$ cat src/decimal32_to_text_unit_defines.svh
// Assertion macros for the decimal32 to text unit.
// Used by the datapath; no other dependencies.
`ifndef DECIMAL32_TO_TEXT_UNIT_DEFINES_SVH
`define DECIMAL32_TO_TEXT_UNIT_DEFINES_SVH

`ifndef ASSERT_OFF

`define D32_ASSERT_ALWAYS(label, clk, rst_n, cond) \
    label: assert property (@(posedge clk) disable iff (!(rst_n)) (cond)) \
        else $error("assertion failed");

`define D32_ASSERT_IMPLY(label, clk, rst_n, ante, cons) \
    label: assert property (@(posedge clk) disable iff (!(rst_n)) (ante) |-> (cons)) \
        else $error("assertion failed");

`define D32_ASSERT_NEXT(label, clk, rst_n, ante, cons) \
    label: assert property (@(posedge clk) disable iff (!(rst_n)) (ante) |=> (cons)) \
        else $error("assertion failed");

`else

`define D32_ASSERT_ALWAYS(label, clk, rst_n, cond)
`define D32_ASSERT_IMPLY(label, clk, rst_n, ante, cons)
`define D32_ASSERT_NEXT(label, clk, rst_n, ante, cons)

`endif

`endif

$ cat src/d32txt_pkg.sv
// Shared types, constants and the declet decoder of the decimal32 to text unit.
// No dependencies.
`default_nettype none

package d32txt_pkg;

    localparam int DEFAULT_MAX_TEXT = 64;
    localparam int NUM_DIGITS       = 7;

    localparam logic [1:0] CFG_IDX_ENCODING  = 2'd0;
    localparam logic [1:0] CFG_IDX_MAX_CHARS = 2'd1;

    localparam logic       ENC_BID         = 1'b0;
    localparam logic       ENC_DPD         = 1'b1;
    localparam logic [6:0] MAX_CHARS_RESET = 7'd64;

    localparam logic [7:0]  EXP_BIAS     = 8'd101;
    localparam logic [31:0] STEER_MASK   = 32'h6000_0000;
    localparam logic [31:0] BID_LONG_MSK = 32'h001f_ffff;
    localparam logic [31:0] BID_SHRT_MSK = 32'h007f_ffff;
    localparam logic [31:0] DPD_DEC_MSK  = 32'h000f_ffff;
    localparam logic [4:0]  G_LARGE      = 5'b11000;
    localparam logic [23:0] BID_MAX      = 24'd9999999;
    localparam logic [31:0] BID_RECIP    = 32'hCCCC_CCCD;

    localparam logic [7:0] CHAR_ZERO  = 8'h30;
    localparam logic [7:0] CHAR_DOT   = 8'h2E;
    localparam logic [7:0] CHAR_MINUS = 8'h2D;

    typedef struct packed {
        logic load;
        logic step;
        logic prep1;
        logic prep2;
        logic emit;
    } t_dp_cmd;

    typedef struct packed {
        logic is_dpd;
        logic dig_done;
        logic cnt_zero;
        logic cnt_one;
        logic out_free;
    } t_dp_status;

    function automatic logic [11:0] declet_to_bcd(input logic [9:0] d);
        logic [3:0] d2;
        logic [3:0] d1;
        logic [3:0] d0;
        d2 = {1'b0, d[9:7]};
        d1 = {1'b0, d[6:4]};
        d0 = {1'b0, d[2:0]};
        if (d[3]) begin
            unique case (d[3:1])
                3'b100: begin
                    d0 = {3'b100, d[0]};
                end
                3'b101: begin
                    d1 = {3'b100, d[4]};
                    d0 = {1'b0, d[6], d[5], d[0]};
                end
                3'b110: begin
                    d2 = {3'b100, d[7]};
                    d0 = {1'b0, d[9], d[8], d[0]};
                end
                default: begin
                    unique case (d[6:5])
                        2'b10: begin
                            d1 = {3'b100, d[4]};
                            d0 = {3'b100, d[0]};
                        end
                        2'b01: begin
                            d2 = {3'b100, d[7]};
                            d1 = {1'b0, d[9], d[8], d[4]};
                            d0 = {3'b100, d[0]};
                        end
                        2'b00: begin
                            d2 = {3'b100, d[7]};
                            d1 = {3'b100, d[4]};
                            d0 = {1'b0, d[9], d[8], d[0]};
                        end
                        default: begin
                            d2 = {3'b100, d[7]};
                            d1 = {3'b100, d[4]};
                            d0 = {3'b100, d[0]};
                        end
                    endcase
                end
            endcase
        end
        return {d2, d1, d0};
    endfunction

endpackage

`default_nettype wire

$ cat src/d32txt_ctrl.sv
// Controller of the decimal32 to text unit: sequences load, digit conversion,
// length setup and character output. Depends on d32txt_pkg.
`default_nettype none

module d32txt_ctrl
    import d32txt_pkg::*;
(
    input  wire logic       i_clk,
    input  wire logic       i_rst_n,
    input  wire logic       i_in_valid,
    output logic            o_in_ready,
    input  wire t_dp_status i_status,
    output t_dp_cmd         o_cmd
);

    typedef enum logic [2:0] {
        S_IDLE,
        S_CONV,
        S_PREP1,
        S_PREP2,
        S_EMIT
    } t_state;

    t_state  r_state;
    t_state  n_state;
    logic    r_in_ready;
    logic    n_in_ready;
    t_dp_cmd cmd;

    always_comb begin
        n_state = r_state;
        cmd     = '0;
        unique case (r_state)
            S_IDLE: begin
                if (i_in_valid && r_in_ready) begin
                    cmd.load = 1'b1;
                    n_state  = i_status.is_dpd ? S_PREP1 : S_CONV;
                end
            end
            S_CONV: begin
                cmd.step = 1'b1;
                if (i_status.dig_done) begin
                    n_state = S_PREP1;
                end
            end
            S_PREP1: begin
                cmd.prep1 = 1'b1;
                n_state   = S_PREP2;
            end
            S_PREP2: begin
                cmd.prep2 = 1'b1;
                n_state   = S_EMIT;
            end
            S_EMIT: begin
                if (i_status.cnt_zero) begin
                    n_state = S_IDLE;
                end else if (i_status.out_free) begin
                    cmd.emit = 1'b1;
                    if (i_status.cnt_one) begin
                        n_state = S_IDLE;
                    end
                end
            end
            default: begin
                n_state = S_IDLE;
            end
        endcase
        n_in_ready = (n_state == S_IDLE);
    end

    always_ff @(posedge i_clk) begin
        if (!i_rst_n) begin
            r_state    <= S_IDLE;
            r_in_ready <= 1'b0;
        end else begin
            r_state    <= n_state;
            r_in_ready <= n_in_ready;
        end
    end

    assign o_in_ready = r_in_ready;
    assign o_cmd      = cmd;

endmodule

`default_nettype wire

$ cat config.mk
export PLATFORM = sky130hd
export DESIGN_NAME = d32txt_ctrl
export DESIGN_NICKNAME = d
export VERILOG_FILES = /design/src/decimal32_to_text_unit_defines.svh /design/src/d32txt_pkg.sv /design/src/d32txt_ctrl.sv
export SDC_FILE = /design/constraint.sdc
export NUM_CORES = 1
export LEC_CHECK = 0
export ABC_AREA = 1
export BUFFER_PORTS_ARGS = -buffer_cell sky130_fd_sc_hd__buf_2
export CAP_MARGIN = 30
export CELL_PAD_IN_SITES_DETAIL_PLACEMENT = 1
export CELL_PAD_IN_SITES_GLOBAL_PLACEMENT = 2
export CORE_AREA = 2 2 39 41
export CTS_BUF_LIST = sky130_fd_sc_hd__clkbuf_4
export DETAILED_ROUTE_END_ITERATION = 10
export DIE_AREA = 0 0 41 43
export PLACE_DENSITY = 0.78
export SKIP_CTS_REPAIR_TIMING = 1
export SLEW_MARGIN = 20
export SYNTH_ARGS = -nofsm -noshare
export SYNTH_HDL_FRONTEND = slang
export SYNTH_SLANG_ARGS = --single-unit
$ cat constraint.sdc
create_clock -name i_clk -period 1.3 [get_ports i_clk]
set_input_delay 0.13 -clock i_clk [delete_from_list [all_inputs] [get_ports i_clk]]
set_output_delay 0.13 -clock i_clk [all_outputs]
set_load 0.1 [all_outputs]
### Word level (Yosys, flattened, before mapping)

Index checks and enable logic that the tools add are counted.

* flip-flop bits (word level): 4
* output and inout bits: 6
* word-level logic and storage cells: 24

* equality and inequality tests: 4
* mux-type cells: 15
* reduce and logical (&&, ||, !) cells: 3

Operators by type and width (number)
* $mux 3: 5
* $pmux 3 s5: 1
* $mux 1: 8
* $eq 3x2->1 const B: 2
* $logic_not 3->1: 2
* $eq 3x1->1 const B: 1
* $eq 3x3->1 const B: 1
* $mux 2: 1
* $logic_and 1x1->1: 1

### Depth between registers and ports, before layout

Gate-level depths: netlist of the first run.

* word-level depth: 5
* depth in mapped cells: 7
* depth with buffers taken out: 7

### Worst setup path before layout of the first run

Ideal clock, no wire load.

* path type: register to output
* from: register r_in_ready, in the netlist o_in_ready
* to: output port o_cmd[4] (netlist name)
* arrival: 2.449 ns
* required time: 1.170 ns
* setup slack: -1.279 ns
* stages on the path, launching flop included: 3
* path buffers: 0
* cells stage by stage: dfxtp_1 > nand2_1 > nor2_1

RTL lines
* start: declaration: line d32txt_ctrl.sv:26 `logic r_in_ready;`
* start signal: assignment: line d32txt_ctrl.sv:77 `r_in_ready <= n_in_ready;`
* end: declaration: line d32txt_ctrl.sv:13 `output t_dp_cmd o_cmd`

==> results_dict.tcl, run 1 <==
set metrics [dict create \
    outcome "finished with violations" \
    failing_checks "setup timing" \
    worstSetupStartpointType "register" \
    placedCellCount 72 \
    antenna-diode-count 0 \
    detailed_place.area_sq_um 505.5 \
    synth_largest_type_area_fraction_pct 29.49 \
    vdd_drop_max_uv 871.9 \
    port-buffer-count 13 \
    synth_largest_area_cell "sky130_fd_sc_hd__dfxtp_1" \
    dieHeight_microns 43 \
    routed_wl_microns 795 \
    crit_path_start "r_state[1]" \
    routed_wire_length_per_instance_microns 10.06 \
    critPathTopFamily "buffers and inverters" \
    worst_pin_slew_ps 484.1 \
    timing_worst_setup_path_type "register to primary output" \
    clock_tree.buffer_depth 2 \
    critical_path.slowest_cell "sky130_fd_sc_hd__dfxtp_4" \
    min-delay-start "i_rst_n" \
    period_minus_slack_ps 1332 \
    die-area_sq_um 1763 \
    p_per_area_nw_per_um2 2703 \
    dr.pass1.iters 2 \
    worst_path_largest_cell_delay_ps 350 \
    place.gp.congestion 0.6430 \
    critPathCaptureType "primary output" \
    flow.area_growth_from_synthesis_pct 116.6 \
    final_hold_viol_count 0 \
    critical_path.cell_chain "buf_6 > inv_8 > nor3_4 > buf_12" \
    synth_edf_count 0 \
    routed_via_density 4.354 \
    synthesis.area_per_instance_sq_um 6.788 \
    final.setup.worst_slack_ps -32.32 \
    tritoncts_clock_tree "built" \
    worst_setup_hold_path_clk_slew_ps 30 \
    ctsHtreeMaxLevel 1 \
    tritoncts_num_sinks 4 \
    worst-endpoint-required_ps 1170 \
    synthesis.instances 40 \
    cts_made_buffers 3 \
    finalMaxSlewViolations 0 \
    grt_pass1_wl_microns 1269 \
    async_flop_share_pct 0 \
    critical_path_data_arrival_time_ps 1200 \
    cap_violations 0 \
    setup_violations 4 \
    dp_hpwl_microns 629.6 \
    netlist_top_cells_area "sky130_fd_sc_hd__dfxtp_1 29%, sky130_fd_sc_hd__nand2_1 11%, sky130_fd_sc_hd__nor2_1 8.3%, sky130_fd_sc_hd__nor2_4 8.3%, sky130_fd_sc_hd__nand3_2 7.4%" \
    globalRouteTotalUtil_pct 11.26 \
    drc_errors 0 \
    relSlewSlack_pct 67.95 \
    synthesis.yosys.warnings 0 \
    insertion_delay_ps 230 \
    effective_utilization_at_floorplan_pct 19.62 \
    utilization_pct 42.50 \
    synth_nets 48 \
    hp_class "primary input to register" \
    final.setup_skew_ps 1.054 \
    io_pins 14 \
    die_width_microns 41 \
    path_max_fanout 4 \
    fillCellCount 166 \
    regToRegStartpoint "r_state[2]" \
    route.vias.total 344 \
    whs_ps 128.5 \
    number_of_global_route_vias_before_repair 341 \
    sequential_fraction_of_the_synthesis_area_pct 29.49 \
    pin_count_of_the_biggest_net_entering_global_routing 7 \
    design.core.area_sq_um 1384 \
    setup-tns-final_ps -48.00 \
    ys_types 15 \
    final_net_count 73 \
    maxClockFrequency_ghz 0.7506 \
    synth.ff_latch_count 4 \
    period_share_pct 102.5 \
    antenna_violations_before_repair 0 \
    cp.buffers_inverters 3 \
    final_cell_area_sq_um 588.1 \
    detail-route-antenna-nets 0 \
    syn_area_sq_um 271.5 \
    instances_no_fill 79 \
    cts-root-buf "sky130_fd_sc_hd__clkbuf_4" \
    p_leak_nw 0.2696 \
    rsz0062_at_grt "yes" \
    yosys_most_used_dff "sky130_fd_sc_hd__dfxtp_1" \
    floorplan.rows 14 \
    final_layout_size_suffix_gt1_share_pct 73.02 \
    first_iter_violations 2 \
    overflow 0 \
]
## tightest hold or removal path, delay by kind of cell
kind	cells	cell delay [ps]
AND/OR/NAND/NOR	2	90
buffers and inverters	1	100
## power breakdown
| group | internal [mW] | switching, mW | total [mW] | leakage (nW) |
|---|---|---|---|---|
| registers | 0.186 | 0.0473 | 0.233 | 0.0350 |
| clock network | 0.103 | 0.0455 | 0.148 | 0.0138 |
| logic | 0.450 | 0.758 | 1.21 | 0.221 |
## logic make-up (layout without fill, tap and decap cells)
kind of cell / Yosys count / in the layout / share of synthesized area [%]
flops: 4 / 4 / 29.49
compound gates: 3 / 3 / 6.913
buf+inv: 6 / 29 / 8.294
simple gates: 27 / 27 / 55.30
## cells in the mapped netlist (2+ instances only)
library cell,instances
sky130_fd_sc_hd__a21oi_1,2
sky130_fd_sc_hd__dfxtp_1,4
sky130_fd_sc_hd__inv_1,3
sky130_fd_sc_hd__inv_2,3
sky130_fd_sc_hd__nand2_1,8
sky130_fd_sc_hd__nand3_1,2
sky130_fd_sc_hd__nand3_2,2
sky130_fd_sc_hd__nor2_1,6
sky130_fd_sc_hd__nor2_2,2
sky130_fd_sc_hd__nor2_4,2
sky130_fd_sc_hd__nor3_1,2
## flip-flops by register name, indices dropped and copies added, names as in the netlist
signal	cells
r_state	3
o_in_ready	1
## stage by stage
step / total power, mW / setup WS (ps)
CTS: 1.459 / -190.9
detailed placement: 1.297 / 65.34
global route: 1.683 / -72.65
floorplan: 1.009 / -239.6
global placement: 1.287 / 95.34
finish: 1.590 / -32.32
## final timing paths
| check | endpoint | slack, ps | cells past startpoint |
|---|---|---|---|
| worst max-delay path | o_cmd[1] | -30 | 4 |
| worst min-delay path | o_in_ready | 130 | 3 |
| worst max register to register | o_in_ready | 130 | 8 |
| worst min register to register | r_state[1] | 690 | 4 |
## per-layer routing
layer	track usage (%)	part of all wire, %	vias up
li1	-	-	174
met1	13.55	35	162
met2	15.31	60	6
met3	1.571	3.5	2
met4	12.00	1.1	0
met5	0	0	-
## final cells by class
class	instances	area, sq um	area share (%)
Inverter	6	32.53	5.532
Timing Repair Buffer	20	196.4	33.40
Sequential cell	4	90.09	15.32
Multi-Input combinational cell	30	226.5	38.51
Tap cell	16	20.02	3.404
Clock buffer	3	22.52	3.830
## placed cells by master (no fill, tap or decap), drive strengths merged
cell type	instances
nor3	3
nor2	10
buf	20
inv	6
dfxtp	4
nand2	9
clkbuf	3
a21oi	3
nand4	1
nand3	4
Note: power is estimated with default switching activity, not from simulation.
==> inputs of run 2 (changes only) <==
--- a/config.mk
+++ b/config.mk
@@ -15,6 +15,7 @@
 export DETAILED_ROUTE_END_ITERATION = 10
 export DIE_AREA = 0 0 41 43
 export PLACE_DENSITY = 0.78
+export SETUP_SLACK_MARGIN = 0.05
 export SKIP_CTS_REPAIR_TIMING = 1
 export SLEW_MARGIN = 20
 export SYNTH_ARGS = -nofsm -noshare
==> results_dict.tcl, run 2 (synthesis results as in run 1) <==
set metrics [dict create \
    outcome "finished with violations" \
    failing_checks "setup timing" \
    worst-endpoint-required_ps 1170 \
    worst-r2r-cell-count 8 \
    globalRouteMet1Util_pct 13.55 \
    cts-root-buf "sky130_fd_sc_hd__clkbuf_4" \
    worst_pin_slew_ps 484.1 \
    cap_violations 0 \
    dp_hpwl_microns 629.6 \
    antenna_violations_before_repair 0 \
    drc_errors 0 \
    final_hold_viol_count 0 \
    effective_utilization_at_floorplan_pct 19.62 \
    flow.area_growth_from_synthesis_pct 118.0 \
    timing_worst_setup_path_type "register to primary output" \
    reg2reg_setup_slack_ps 130 \
    worst_r2r_endpoint "o_in_ready" \
    die_width_microns 41 \
    p_leak_nw 0.2704 \
    route.vias.total 343 \
    busiest_layer "met2" \
    path_max_fanout 4 \
    grt_pass1_wl_microns 1269 \
    hp_class "primary input to register" \
    setup-tns-final_ps -46.37 \
    final_cell_area_sq_um 591.8 \
    design.core.area_sq_um 1384 \
    number_of_global_route_vias_before_repair 341 \
    dieHeight_microns 43 \
    clock_tree.buffer_depth 2 \
    detail-route-antenna-nets 0 \
    antenna-diode-count 0 \
    placedCellCount 72 \
    final.setup.worst_slack_ps -37.04 \
    overflow 0 \
    most-common-layout-cells "8 x sky130_fd_sc_hd__buf_2, 7 x sky130_fd_sc_hd__nand2_1, 5 x sky130_fd_sc_hd__buf_12, 5 x sky130_fd_sc_hd__buf_4" \
    relSlewSlack_pct 67.95 \
    setup_violations 3 \
    routed_wl_microns 793 \
    port-buffer-count 13 \
    period_share_pct 102.8 \
    routed_wire_length_per_instance_microns 10.04 \
    layout.cells.most_common "sky130_fd_sc_hd__buf_2" \
    ctsHtreeMaxLevel 1 \
    routed_via_density 4.342 \
    largest_register_ffs 3 \
    utilization_pct 42.77 \
    dp_worst_setup_slack_ps 65.34 \
    p_per_area_nw_per_um2 2708 \
    place.gp.congestion 0.6430 \
    final_net_count 73 \
    pin_count_of_the_biggest_net_entering_global_routing 7 \
    min-delay-start "i_rst_n" \
    regToRegStartpoint "r_state[2]" \
    worst_setup_hold_path_clk_slew_ps 30 \
    die-area_sq_um 1763 \
    tritoncts_num_sinks 4 \
    dr.pass1.iters 2 \
    final_layout_size_suffix_gt1_share_pct 73.02 \
    holdPathStages 3 \
    cts_made_buffers 3 \
    met2_usage_pct 15.31 \
    report.power.total_mw 1.603 \
    io_pins 14 \
    period_minus_slack_ps 1337 \
    final.setup_skew_ps 1.054 \
    critical_path_data_arrival_time_ps 1210 \
    instances_no_fill 79 \
    floorplan.rows 14 \
    critPathCaptureType "primary output" \
    insertion_delay_ps 230 \
    grt_util_met3_pct 1.571 \
    finalMaxSlewViolations 0 \
    first_iter_violations 2 \
    maxClockFrequency_ghz 0.7479 \
    tritoncts_clock_tree "built" \
    globalRouteTotalUtil_pct 11.26 \
    detailed_place.area_sq_um 505.5 \
    regMostFlops "r_state" \
    whs_ps 128.5 \
    rsz0062_at_grt "yes" \
    worstSetupStartpointType "register" \
    min_to "o_in_ready" \
    vdd_drop_max_uv 908.8 \
]
[run 2: cell counts in the layout (fill, tap and decap cells not counted)]
Identical to the previous run, type by type.
[run 2: routing by layer]
layer,up-vias,wire (microns)
met2,6,476
li1,173,-
met4,0,9
met3,2,28
met5,-,0
met1,162,278
[run 2: final cells by class]
type / count / area [sq um]
repair buffers: 20 / 200.2
well taps: 16 / 20.02
clock buffers: 3 / 22.52
fillers: 164 / 792.0
flip-flops and latches: 4 / 90.09
inverters: 6 / 32.53
multi-input cells: 30 / 226.5
[run 2: worst max-delay path by stage]
stage,cells past startpoint,endpoint,from,slack (ps)
detailed placement,4,o_cmd[0],r_state[0],70
finish,4,o_cmd[1],r_state[1],-40
global placement,4,o_cmd[0],r_state[0],100
CTS,4,o_cmd[0],r_state[0],-190
global route,5,o_cmd[0],r_state[2],-70
floorplan,5,o_in_ready,r_state[1],-240
[run 2: power breakdown]
group | leakage, nW | internal, mW | total, mW | switching [mW]
clock | 0.0138 | 0.103 | 0.148 | 0.0455
sequential | 0.0350 | 0.186 | 0.233 | 0.0473
combinational | 0.222 | 0.459 | 1.22 | 0.762
[run 2: critical path, stage by stage (launching register included)]
cell and delay [ps]:
sky130_fd_sc_hd__dfxtp_4 350, sky130_fd_sc_hd__buf_6 130, sky130_fd_sc_hd__inv_8 40, sky130_fd_sc_hd__nor3_4 240, sky130_fd_sc_hd__buf_12 210
